<file path="config.mk">
export PLATFORM = sky130hd
export DESIGN_NAME = adc_ladder_keypad_scanner
export DESIGN_NICKNAME = d
export VERILOG_FILES = /design/src/hw/rtl/alks_pkg.sv /design/src/hw/rtl/adc_ladder_keypad_scanner.sv /design/src/hw/rtl/alks_tick.sv
export SDC_FILE = /design/constraint.sdc
export NUM_CORES = 1
export LEC_CHECK = 0
export ABC_AREA = 0
export BUFFER_PORTS_ARGS = -buffer_cell sky130_fd_sc_hd__buf_2
export CORE_ASPECT_RATIO = 1.2
export CORE_UTILIZATION = 30
export CTS_BUF_LIST = sky130_fd_sc_hd__clkbuf_4 sky130_fd_sc_hd__clkbuf_8 sky130_fd_sc_hd__clkbuf_16
export CTS_CLUSTER_DIAMETER = 50
export DETAILED_ROUTE_END_ITERATION = 10
export PLACE_DENSITY = 0.54
export SLEW_MARGIN = 20
export SYNTH_ARGS = -nofsm -noshare
export SYNTH_HDL_FRONTEND = slang
export SYNTH_HIERARCHICAL = 1
export SYNTH_SLANG_ARGS = --single-unit
</file>
<file path="constraint.sdc">
create_clock -name clock -period 8.27 [get_ports clock]
set_clock_uncertainty 0.1 [all_clocks]
set_input_delay 1.654 -clock clock [delete_from_list [all_inputs] [get_ports clock]]
set_output_delay 1.654 -clock clock [all_outputs]
set_load 0.03 [all_outputs]
</file>
<file path="src/hw/rtl/alks_pkg.sv">
// Shared types, constants and classification functions for the keypad scanner.
package alks_pkg;

   // Item kinds
   localparam logic REQ_SAMPLE = 1'b0;
   localparam logic REQ_TICK   = 1'b1;

   // Register indexes
   localparam logic CSR_REPEAT_START  = 1'b0;
   localparam logic CSR_REPEAT_PERIOD = 1'b1;

   // Reset values of the registers
   localparam logic signed [10:0] REPEAT_START_RST  = -11'sd20;
   localparam logic        [9:0]  REPEAT_PERIOD_RST = 10'd10;

   // Key codes
   localparam logic [2:0] KEY_NONE  = 3'd0;
   localparam logic [2:0] KEY_INC   = 3'd1;
   localparam logic [2:0] KEY_DEC   = 3'd2;
   localparam logic [2:0] KEY_CHAN  = 3'd3;
   localparam logic [2:0] KEY_MROOM = 3'd4;
   localparam logic [2:0] KEY_POWER = 3'd5;

   // Aux band codes
   localparam logic [2:0] AUX_NONE  = 3'd0;
   localparam logic [2:0] AUX_BAND1 = 3'd1;
   localparam logic [2:0] AUX_BAND2 = 3'd2;
   localparam logic [2:0] AUX_BAND3 = 3'd3;
   localparam logic [2:0] AUX_BAND4 = 3'd4;

   // Sample jump limit that restarts averaging
   localparam logic [9:0] JUMP_LIMIT = 10'd115;

   typedef struct packed {
      logic       req_type;
      logic [9:0] key_sample;
      logic [9:0] aux_sample;
      logic       power_pressed;
   } alks_req_type;

   typedef struct packed {
      logic [2:0] held_code;
      logic [2:0] aux_code;
      logic [2:0] press_event;
      logic [2:0] repeat_event;
   } alks_rsp_type;

   // Events produced by one scan tick
   typedef struct packed {
      logic [2:0] press;
      logic [2:0] repeat_code;
   } alks_tick_evt_type;

   // Mean voltage windows, upper bound inclusive
   function automatic logic [2:0] classify_key(input logic [15:0] mean);
      logic [2:0] code;
      code = KEY_NONE;
      if (mean > 16'd860)      code = KEY_NONE;
      else if (mean > 16'd820) code = KEY_INC;
      else if (mean > 16'd750) code = KEY_NONE;
      else if (mean > 16'd710) code = KEY_DEC;
      else if (mean > 16'd640) code = KEY_NONE;
      else if (mean > 16'd600) code = KEY_CHAN;
      else if (mean > 16'd380) code = KEY_NONE;
      else if (mean > 16'd340) code = KEY_MROOM;
      return code;
   endfunction

   // Aux windows, both bounds exclusive
   function automatic logic [2:0] classify_aux(input logic [9:0] a);
      logic [2:0] code;
      code = AUX_NONE;
      if (a < 10'h0D8 && a > 10'h0B8)      code = AUX_BAND1;
      else if (a < 10'h1B0 && a > 10'h188) code = AUX_BAND2;
      else if (a < 10'h288 && a > 10'h248) code = AUX_BAND3;
      else if (a < 10'h340 && a > 10'h314) code = AUX_BAND4;
      return code;
   endfunction

endpackage

</file>
<file path="src/hw/rtl/adc_ladder_keypad_scanner.sv">
// Resistor-ladder keypad scanner: sample averaging, key/aux classing, debounce.
// A beat passes through the input reg and then the result reg before it is valid on rsp.
// Throughput: one beat per cycle while the result reg drains (rsp_ready high or empty);
// all state updates in the single pass from input reg.
// Reset (synchronous, active high) clears all key, averaging and repeat state,
// empties both registers, and loads repeat_start = -20, repeat_period = 10.
// No clearing pass: the block takes beats in the first cycle after reset.
module adc_ladder_keypad_scanner import alks_pkg::*; #(
   parameter int AVG_SHIFT = 3
) (
   input  logic                clock,
   input  logic                reset,
   // request channel
   input  logic                req_valid,
   output logic                req_ready,
   input  alks_req_type        req_data,
   // response channel
   output logic                rsp_valid,
   input  logic                rsp_ready,
   output alks_rsp_type        rsp_data,
   // register writes
   input  logic                csr_we,
   input  logic                csr_index,
   input  logic [10:0]         csr_wdata
);

   // Sample counter only needs to reach 2^AVG_SHIFT
   localparam int CNT_W = AVG_SHIFT + 1;
   localparam logic [CNT_W-1:0] CNT_FULL = CNT_W'(1) << AVG_SHIFT;

   // Config registers
   logic signed [10:0] repeat_start_ff;
   logic [9:0]         repeat_period_ff;

   // Input register
   logic               in_valid_ff;
   alks_req_type       in_data_ff;

   // Result register
   logic               rsp_valid_ff;
   alks_rsp_type       rsp_data_ff, rsp_data_in;
   logic               rsp_tick_ff;

   // Averaging and classification state
   logic [9:0]         last_ff, last_in;
   logic [15:0]        sum_ff, sum_in;
   logic [CNT_W-1:0]   cnt_ff, cnt_in;
   logic [2:0]         held_ff, held_in;
   logic [2:0]         aux_ff, aux_in;

   logic               advance;
   logic               work;
   logic               is_tick;
   logic [9:0]         diff;
   logic [15:0]        sum_add;
   logic [CNT_W-1:0]   cnt_inc;
   alks_tick_evt_type  tick_evt;

   // Result register drains or is empty -> the input register may move on
   assign advance   = !rsp_valid_ff || rsp_ready;
   assign work      = in_valid_ff && advance;
   assign req_ready = !in_valid_ff || advance;
   assign is_tick   = (in_data_ff.req_type == REQ_TICK);

   always_ff @(posedge clock) begin
      if (reset) begin
         repeat_start_ff  <= REPEAT_START_RST;
         repeat_period_ff <= REPEAT_PERIOD_RST;
      end else if (csr_we) begin
         case (csr_index)
            CSR_REPEAT_START:  repeat_start_ff  <= csr_wdata;
            CSR_REPEAT_PERIOD: repeat_period_ff <= csr_wdata[9:0];
            default: ;
         endcase
      end
   end

   always_ff @(posedge clock) begin
      if (reset) begin
         in_valid_ff <= 1'b0;
      end else if (req_ready) begin
         in_valid_ff <= req_valid;
      end
   end

   always_ff @(posedge clock) begin
      if (req_valid && req_ready) in_data_ff <= req_data;
   end

   // Sample path: jump check, accumulate, classify on a full window
   assign diff    = (in_data_ff.key_sample > last_ff) ? in_data_ff.key_sample - last_ff
                                                       : last_ff - in_data_ff.key_sample;
   assign sum_add = sum_ff + {6'b0, in_data_ff.key_sample};
   assign cnt_inc = cnt_ff + CNT_W'(1);

   always_comb begin
      last_in = last_ff;
      sum_in  = sum_ff;
      cnt_in  = cnt_ff;
      held_in = held_ff;
      aux_in  = aux_ff;
      if (!is_tick) begin
         last_in = in_data_ff.key_sample;
         if (diff > JUMP_LIMIT) begin
            sum_in = '0;
            cnt_in = '0;
         end else if (cnt_inc == CNT_FULL) begin
            sum_in  = '0;
            cnt_in  = '0;
            held_in = in_data_ff.power_pressed ? KEY_POWER : classify_key(sum_add >> AVG_SHIFT);
            aux_in  = classify_aux(in_data_ff.aux_sample);
         end else begin
            sum_in = sum_add;
            cnt_in = cnt_inc;
         end
      end
   end

   always_ff @(posedge clock) begin
      if (reset) begin
         last_ff <= '0;
         sum_ff  <= '0;
         cnt_ff  <= '0;
         held_ff <= KEY_NONE;
         aux_ff  <= AUX_NONE;
      end else if (work) begin
         last_ff <= last_in;
         sum_ff  <= sum_in;
         cnt_ff  <= cnt_in;
         held_ff <= held_in;
         aux_ff  <= aux_in;
      end
   end

   // Tick path: debounce and auto-repeat, sees the current held key
   alks_tick u_tick (
      .clock         (clock),
      .reset         (reset),
      .tick_en       (work && is_tick),
      .held_key      (held_ff),
      .repeat_start  (repeat_start_ff),
      .repeat_period (repeat_period_ff),
      .tick_evt      (tick_evt)
   );

   always_comb begin
      rsp_data_in.held_code    = held_in;
      rsp_data_in.aux_code     = aux_in;
      rsp_data_in.press_event  = is_tick ? tick_evt.press : KEY_NONE;
      rsp_data_in.repeat_event = is_tick ? tick_evt.repeat_code : KEY_NONE;
   end

   always_ff @(posedge clock) begin
      if (reset) begin
         rsp_valid_ff <= 1'b0;
      end else if (advance) begin
         rsp_valid_ff <= in_valid_ff;
      end
   end

   always_ff @(posedge clock) begin
      if (work) begin
         rsp_data_ff <= rsp_data_in;
         rsp_tick_ff <= is_tick;
      end
   end

   assign rsp_valid = rsp_valid_ff;
   assign rsp_data  = rsp_data_ff;

   // Assertions
   a_cnt_below_full: assert property (@(posedge clock) disable iff (reset)
      cnt_ff != CNT_FULL)
      else $error("sample count reached window size");

   a_sample_no_event: assert property (@(posedge clock) disable iff (reset)
      rsp_valid_ff && !rsp_tick_ff |->
         rsp_data_ff.press_event == KEY_NONE && rsp_data_ff.repeat_event == KEY_NONE)
      else $error("event on a sample beat");

   a_held_in_range: assert property (@(posedge clock) disable iff (reset)
      held_ff <= KEY_POWER && aux_ff <= AUX_BAND4)
      else $error("held or aux code out of range");

   a_work_gives_rsp: assert property (@(posedge clock) disable iff (reset)
      work |=> rsp_valid_ff)
      else $error("processed beat lost");

   a_stall_only_full: assert property (@(posedge clock) disable iff (reset)
      !req_ready |-> in_valid_ff && rsp_valid_ff)
      else $error("input stalled with room");

endmodule

</file>
<file path="src/hw/rtl/alks_tick.sv">
// Scan-tick logic: two-read debounce and auto-repeat counter.
module alks_tick import alks_pkg::*; (
   input  logic                 clock,
   input  logic                 reset,
   input  logic                 tick_en,
   input  logic [2:0]           held_key,
   input  logic signed [10:0]   repeat_start,
   input  logic [9:0]           repeat_period,
   output alks_tick_evt_type    tick_evt
);

   logic [2:0]         confirmed_ff, confirmed_in;
   logic [2:0]         candidate_ff, candidate_in;
   logic [2:0]         ref_key_ff, ref_key_in;
   logic signed [11:0] rpt_cnt_ff, rpt_cnt_in;
   logic signed [11:0] cnt_inc;
   logic [2:0]         press;
   logic [2:0]         rep;

   always_comb begin
      confirmed_in = confirmed_ff;
      candidate_in = candidate_ff;
      press        = KEY_NONE;
      if (held_key == KEY_NONE) begin
         candidate_in = KEY_NONE;
         confirmed_in = KEY_NONE;
      end else if (confirmed_ff == held_key) begin
         press = KEY_NONE;
      end else if (candidate_ff == KEY_NONE || candidate_ff != held_key) begin
         candidate_in = held_key;
         confirmed_in = KEY_NONE;
      end else begin
         confirmed_in = held_key;
         press        = held_key;
      end
   end

   assign cnt_inc = rpt_cnt_ff + 12'sd1;

   always_comb begin
      rpt_cnt_in = rpt_cnt_ff;
      ref_key_in = ref_key_ff;
      rep        = KEY_NONE;
      if (press != KEY_NONE) begin
         rpt_cnt_in = 12'(repeat_start);
      end else if (cnt_inc < $signed({2'b00, repeat_period})) begin
         rpt_cnt_in = cnt_inc;
         ref_key_in = held_key;
      end else begin
         rpt_cnt_in = '0;
         if (ref_key_ff == held_key) rep = held_key;
      end
   end

   always_ff @(posedge clock) begin
      if (reset) begin
         confirmed_ff <= KEY_NONE;
         candidate_ff <= KEY_NONE;
         ref_key_ff   <= KEY_NONE;
         rpt_cnt_ff   <= '0;
      end else if (tick_en) begin
         confirmed_ff <= confirmed_in;
         candidate_ff <= candidate_in;
         ref_key_ff   <= ref_key_in;
         rpt_cnt_ff   <= rpt_cnt_in;
      end
   end

   assign tick_evt.press       = press;
   assign tick_evt.repeat_code = rep;

endmodule

</file>
Word-level counts from Yosys, hierarchy flattened
Cells that the tools add are included.

storage, ports and cells
  output and inout bits = 14
  bits of input ports = 39
  bits in registers = 114
  logic and storage cells = 111

operators by class
  equal/unequal tests = 5
  bitwise operators = 4
  muxes and demuxes = 34
  reduce and logical (&&, ||, !) cells = 23
  $lt $le $gt $ge = 19
  $add $sub $neg = 5

operator list
  operator                                                      count
  2-to-1 mux 3 bit                                              27
  > comparator 13 x 10 -> 1 bit (second input constant)         6
  2-to-1 mux 16 bit                                             2
  > comparator 13 x 9 -> 1 bit (second input constant)          2
  2-to-1 mux 12 bit                                             2
  > comparator 10 bit (second input constant)                   2
  less-than comparator 10 bit (second input constant)           2
  subtractor 10 bit                                             2
  adder 16 x 10 -> 16 bit                                       1
  adder 12 x 2 -> 12 bit (second input constant)                1
  less-than comparator 12 x 11 -> 1 bit                         1
  > comparator 10 bit                                           1
  > comparator 10 x 7 -> 1 bit (second input constant)          1
  > comparator 10 x 8 -> 1 bit (second input constant)          1
  > comparator 10 x 9 -> 1 bit (second input constant)          1
  less-than comparator 10 x 8 -> 1 bit (second input constant)  1
  less-than comparator 10 x 9 -> 1 bit (second input constant)  1
  2-to-1 mux 10 bit                                             1
  2-to-1 mux 4 bit                                              2
  AND reduction 2 bit                                           4
  logical AND 1 bit                                             7
  equality test 3 bit                                           2
  zero test 3 bit                                               2
  AND reduction 3 bit                                           2
  10 further kinds                                              16

Longest topological paths before layout
  depth in word-level cells = 14
  depth in mapped cells = 15
  depth with buffers taken out = 14

Modules after synthesis
The synthesis kept the hierarchy.

by module, submodules not included
  module                     area an instance (µm²)  cells an instance  times used
  adc_ladder_keypad_scanner  5415.2                  597                1
  alks_tick                  1521.5                  189                1

Worst setup path after synthesis
OpenSTA, ideal clock, no wires.

  path kind = register to register
  from = register in_data_ff[11] in the netlist's numbering
  to = register rsp_data_ff, in the netlist rsp_data[11] (data pin)
  required time = 7.910 ns
  data arrival time = 3.508 ns
  period minus slack after synthesis = 3.868 ns
  stages on the path, launching flop included = 14
  setup slack = 4.402 ns
  cell sequence = edfxtp_1 inv_1 ha_1 inv_1 fa_1 a211oi_2 nor4_4 o311ai_4 mux2_2 a211oi_1 o211a_4 o21ai_2 nor3_4 mux2_4

on the way
  word-level cells in the longest chain between the ends = 14
  elaborated cells on any way between the ends = 26
  those cells by class = add/sub (3); order compare (10); mux (13)

RTL lines
  what                          line                              RTL
  from (decl)                   adc_ladder_keypad_scanner.sv:37   alks_req_type in_data_ff;
  from (signal assigned)        adc_ladder_keypad_scanner.sv:87   if (req_valid && req_ready) in_data_ff <= req_data;
  adder 16 x 10 -> 16 bit       adc_ladder_keypad_scanner.sv:93   assign sum_add = sum_ff + {6'b0, in_data_ff.key_sample};
  > comparator 13 x 9 -> 1 bit  alks_pkg.sv:65                    else if (mean > 16'd340) code = KEY_MROOM;
  2-to-1 mux 3 bit              alks_pkg.sv:65
  2-to-1 mux 3 bit              alks_pkg.sv:64                    else if (mean > 16'd380) code = KEY_NONE;
  2-to-1 mux 3 bit              alks_pkg.sv:63                    else if (mean > 16'd600) code = KEY_CHAN;
  2-to-1 mux 3 bit              alks_pkg.sv:62                    else if (mean > 16'd640) code = KEY_NONE;
  2-to-1 mux 3 bit              alks_pkg.sv:61                    else if (mean > 16'd710) code = KEY_DEC;
  2-to-1 mux 3 bit              alks_pkg.sv:60                    else if (mean > 16'd750) code = KEY_NONE;
  2-to-1 mux 3 bit              alks_pkg.sv:59                    else if (mean > 16'd820) code = KEY_INC;
  2-to-1 mux 3 bit              alks_pkg.sv:58                    if (mean > 16'd860) code = KEY_NONE;
  2-to-1 mux 3 bit              adc_ladder_keypad_scanner.sv:110  held_in = in_data_ff.power_pressed ? KEY_POWER : classify_key(sum_add >> AVG_SHIFT);
  2-to-1 mux 3 bit              adc_ladder_keypad_scanner.sv:107  end else if (cnt_inc == CNT_FULL) begin
  2-to-1 mux 3 bit (*)          adc_ladder_keypad_scanner.sv:104  if (diff > JUMP_LIMIT) begin
  2-to-1 mux 3 bit (*)          adc_ladder_keypad_scanner.sv:102  if (!is_tick) begin
  named net held_in[2]          adc_ladder_keypad_scanner.sv:48   logic [2:0] held_ff, held_in;
  to (signal assigned)          adc_ladder_keypad_scanner.sv:163  rsp_data_ff <= rsp_data_in;
  to (decl)                     adc_ladder_keypad_scanner.sv:41   alks_rsp_type rsp_data_ff, rsp_data_in;

Mark *: on every way through the listed nets, which the timed path passes. The rest lies on a longest branch.
A chain may end at the register's enable or synchronous reset.

Worst setup path in the final report
  from = register in_data_ff[11] in the netlist's numbering
  to = register sum_ff[13]

on the way
  word-level cells in the longest chain between the ends = 4
  elaborated cells on any way between the ends = 8
  those cells by class = add/sub (3); order compare (2); mux (3)

RTL lines
  what                                       line                              RTL
  subtractor 10 bit (tied with other cells)  adc_ladder_keypad_scanner.sv:92   : last_ff - in_data_ff.key_sample;
  2-to-1 mux 10 bit                          adc_ladder_keypad_scanner.sv:91   assign diff = (in_data_ff.key_sample > last_ff) ? in_data_ff.key_sample - last_ff
  > comparator 10 x 7 -> 1 bit               adc_ladder_keypad_scanner.sv:104
  2-to-1 mux 16 bit (*)                      adc_ladder_keypad_scanner.sv:104
  to (signal assigned)                       adc_ladder_keypad_scanner.sv:128  sum_ff <= sum_in;
  to (decl)                                  adc_ladder_keypad_scanner.sv:46   logic [15:0] sum_ff, sum_in;

Mark *: on every way between the ends. The rest lies on a longest branch, timed or not.

==> flow_summary.yaml <==
synth:
  syn-num-nets: 869
  synthAdderAreaFrac: 0.0826
  ys_types: 79
  synth.avg_cell_area_um2: 8.83
  synth_edf_count: 34
  synthSimpleGateAreaFrac: 0.221
  synthXorXnorAreaFrac: 0.0478
  synthMuxAreaShare: 0.0321
  synth_top_family_by_area: "simple AND/OR/NAND/NOR gates"
  synth_flop_cell: "dfxtp_1"
  syn_inst: 786
  ys_seq_elements: 114
  synth-seq-area-share: 0.378
  syn_area_um2: 6940
  synthArstFlopShare: 0
  synth-compound-area-share: 0.188
  yosys_warnings: 6
clock_network:
  cts.sinks: 114
  clock_latency_ns: 0.41
  ctsHoldBuffers: 0
  clkSlewWorstSetupHoldPaths_ns: 0.06
  ctsResizeCount: 0
  cts.path.max_buffers: 2
  htreeDepth: 4
  cts_buffers: 17
  cts_tree: "built"
  cts-root-buf: "clkbuf_16"
  postCtsSetupBuffers: 0
worst_setup_path:
  start_kind: "flip-flop"
  critPathMaxFanout: 19
  timing.rr.start: "in_data_ff[11]"
  r2r_cells: 13
  critPathKind: "reg -> reg"
  arrival_ns: 4.55
  regToRegSetupSlack_ns: 3.96
  timing.rr.end: "sum_ff[13]"
  cp.required_ns: 8.51
  end_kind: "flip-flop"
die:
  die_w_um: 141
  initial_utilization: 0.308
  ios: 53
  dieArea_um2: 23700
  rows: 60
  die_h_um: 169
  core_area_um2: 22500
sta:
  min_period_ns: 4.31
  rsz0062_at_grt: "no"
  maxSlewHeadroom: 0.246
  timing.setup.tns_ns: 0
  maxSlewViolCount: 0
  setup_viol: 0
  finalCritPeriodShare: 0.522
  worstMarginPinSlew_ns: 1.11
  max_clock_freq_mhz: 232
  hold_viol: 0
layout:
  multi_input_area_um2: 3970
  nets: 904
  regArea_um2: 2620
  drive_gt1_frac: 0.133
  syn_to_final_growth_pct: 14.8
  nFillCells: 2362
  n_antenna_cell: 0
routing:
  vias: 5674
  routed_wl_mm: 16.6
  met3_length_um: 467
  wl_met2_mm: 8.42
  routedWlPerCell_um: 14.9
  drt_pass1_iterations: 4
  drt-met1-wl_mm: 7.35
  top_layer: "met4"
  viasPerCell: 5.10
  ant_nets: 0
  drtIter0Drc: 244
  drc_errors: 0
global_route:
  grt_first_pass_wirelength_mm: 27.7
  grt_max_degree: 43
  grtUsageTotal: 0.148
  grt_antenna_before_repair: 0
  overflow: 0
  grt_pass1_vias: 5622
pwr:
  switching_share: 0.265
  intPower_w: 0.00112
  ir_drop_v: 0.000128
  pwr_density_cell_nw_per_um2: 191
  total_power_w: 0.00152
  power.switching_w: 0.000403
  power.share.clock: 0.477
  seqPwrFrac: 0.402
  power_leakage_nw: 3.17
  pwr-share-comb: 0.121
flow_run:
  maxCapViolations: 0
placed_design:
  dp_hpwl_mm: 12.1
  routabilityCongestion: 0.804
  port_buffers: 52
hold_path:
  min_path_cells: 2
  hp-start: "repeat_period_ff[5]"
  hp-class: "reg -> reg"
  hold_path_end: "repeat_period_ff[5]"
outcome:
  status: "finished, final reports clean"
-- power by group through the flow --
stage	clock [W]	sequential [W]	combinational, W
finish	0.000726	0.000612	0.000184
global route	0.000770	0.000615	0.000206
CTS	0.000747	0.000612	0.000185
detailed placement	0	0.000624	0.000184
global placement	0	0.000624	0.000184
floorplan	0	0.000624	0.000135
-- critical path, cell delays in order, from the launching register on --
cell and delay, ns:
edfxtp_1 0.43, inv_1 0.09, ha_1 0.17, inv_1 0.06, fa_1 0.41, a211oi_2 0.29, nor4_4 0.09, o311ai_4 0.56
mux2_2 0.42, a211oi_1 0.36, o2111a_1 0.22, o21a_1 0.68, o21ai_0 0.19, a21oi_1 0.17
-- area by class of cell --
cell class,count,share of cell area
clock buffer,18,0.0543
clock inverter,14,0.0193
inverter,42,0.0198
multi-input combinational,591,0.498
sequential,114,0.329
tap,279,0.0438
timing repair buffer,55,0.0355
-- state kept, by name, summed over array words and instances, names as in the netlist --
signal,count
held_ff,3
u_tick/confirmed_ff,3
u_tick/ref_key_ff,3
cnt_ff,4
u_tick/candidate_ff,3
repeat_period_ff,10
sum_ff,16
is_tick,1
u_tick/rpt_cnt_ff,12
rsp_data,12
repeat_start_ff,11
in_valid_ff,1
rsp_valid,1
last_ff,10
in_data_ff,21
aux_ff,3
-- synth_stat cells, types with 10 or more instances --
| master | number | area share |
|---|---|---|
| nand2_1 | 106 | 0.057 |
| dfxtp_1 | 80 | 0.23 |
| a21oi_1 | 58 | 0.042 |
| nor2_1 | 54 | 0.029 |
| inv_1 | 42 | 0.023 |
| ha_1 | 41 | 0.074 |
| edfxtp_1 | 34 | 0.15 |
| nand3_1 | 29 | 0.021 |
| clkbuf_1 | 26 | 0.014 |
| o21ai_0 | 21 | 0.015 |
| nand3b_1 | 20 | 0.022 |
| xnor2_1 | 20 | 0.025 |
| and2_1 | 19 | 0.017 |
| xor2_1 | 16 | 0.020 |
| nor3_1 | 15 | 0.011 |
| mux2i_1 | 14 | 0.020 |
| a22oi_1 | 11 | 0.012 |
| a21o_1 | 10 | 0.011 |
-- cells by family after synthesis --
family                   count (synthesis)
multiplexers                            20
adder cells (fa/ha/maj)                 44
XOR/XNOR                                37
flip-flops                             114
AO/OA/AOI/OAI                          186
AND/OR/NAND/NOR                        304
buffers and inverters                   81
-- layout by cell type (no fill, tap or decap), types with 4 or more instances in the layout --
cell type	Yosys	final
o21ai_0	21	21
nor2_1	54	54
nand4_1	6	6
mux2_4	4	4
o21a_1	7	7
nand3_1	29	29
a211oi_1	8	8
a21o_1	10	10
a21oi_1	58	58
ha_1	41	41
inv_1	42	42
edfxtp_1	34	34
mux2i_1	14	14
nor3_1	15	15
xnor2_1	20	20
and3_1	9	9
or2_2	6	6
nor4_1	6	6
and2_1	19	19
clkbuf_16	0	17
nand2b_1	7	7
a211o_1	7	7
xor2_1	16	16
nor3b_1	5	5
a311oi_1	8	8
a41oi_1	5	5
a22oi_1	11	11
nand3b_1	20	20
or3_1	5	5
buf_2	4	52
a31oi_1	9	9
dfxtp_1	80	80
nand2_1	106	106
-- per-stage QoR --
stage                util  hold slack, ns  setup WS [ns]  std cells  area (µm²)
finish              0.354           0.350           3.96       1113        7970
global route        0.354           0.376           3.66       1113        7970
CTS                 0.354           0.354           3.96       1113        7970
detailed placement  0.328           0.346           3.98       1081        7380
global placement    0.328           0.344           4.05       1081        7380
floorplan               -           0.332           4.40        786        6940
-- routing by layer --
layer | vias to the layer above | global-route usage
met4 | 0 | 0.0633
met5 | - | 0
met1 | 2665 | 0.170
met2 | 75 | 0.264
li1 | 2908 | -
met3 | 26 | 0.0320
-- how the worst max path moves through the flow --
stage          slack, ns  cells after the start            from           end
4_1_cts             3.96                     13  in_data_ff[11]    sum_ff[13]
5_1_grt             3.66                     13  in_data_ff[11]    sum_ff[13]
6_report            3.96                     13  in_data_ff[11]    sum_ff[13]
3_3_place_gp        4.05                     13  in_data_ff[11]    sum_ff[13]
3_5_place_dp        3.98                     13  in_data_ff[11]    sum_ff[13]
2_1_floorplan       4.40                     13  in_data_ff[11]  rsp_data[11]
No activity file was read; power rests on OpenSTA's default activity.
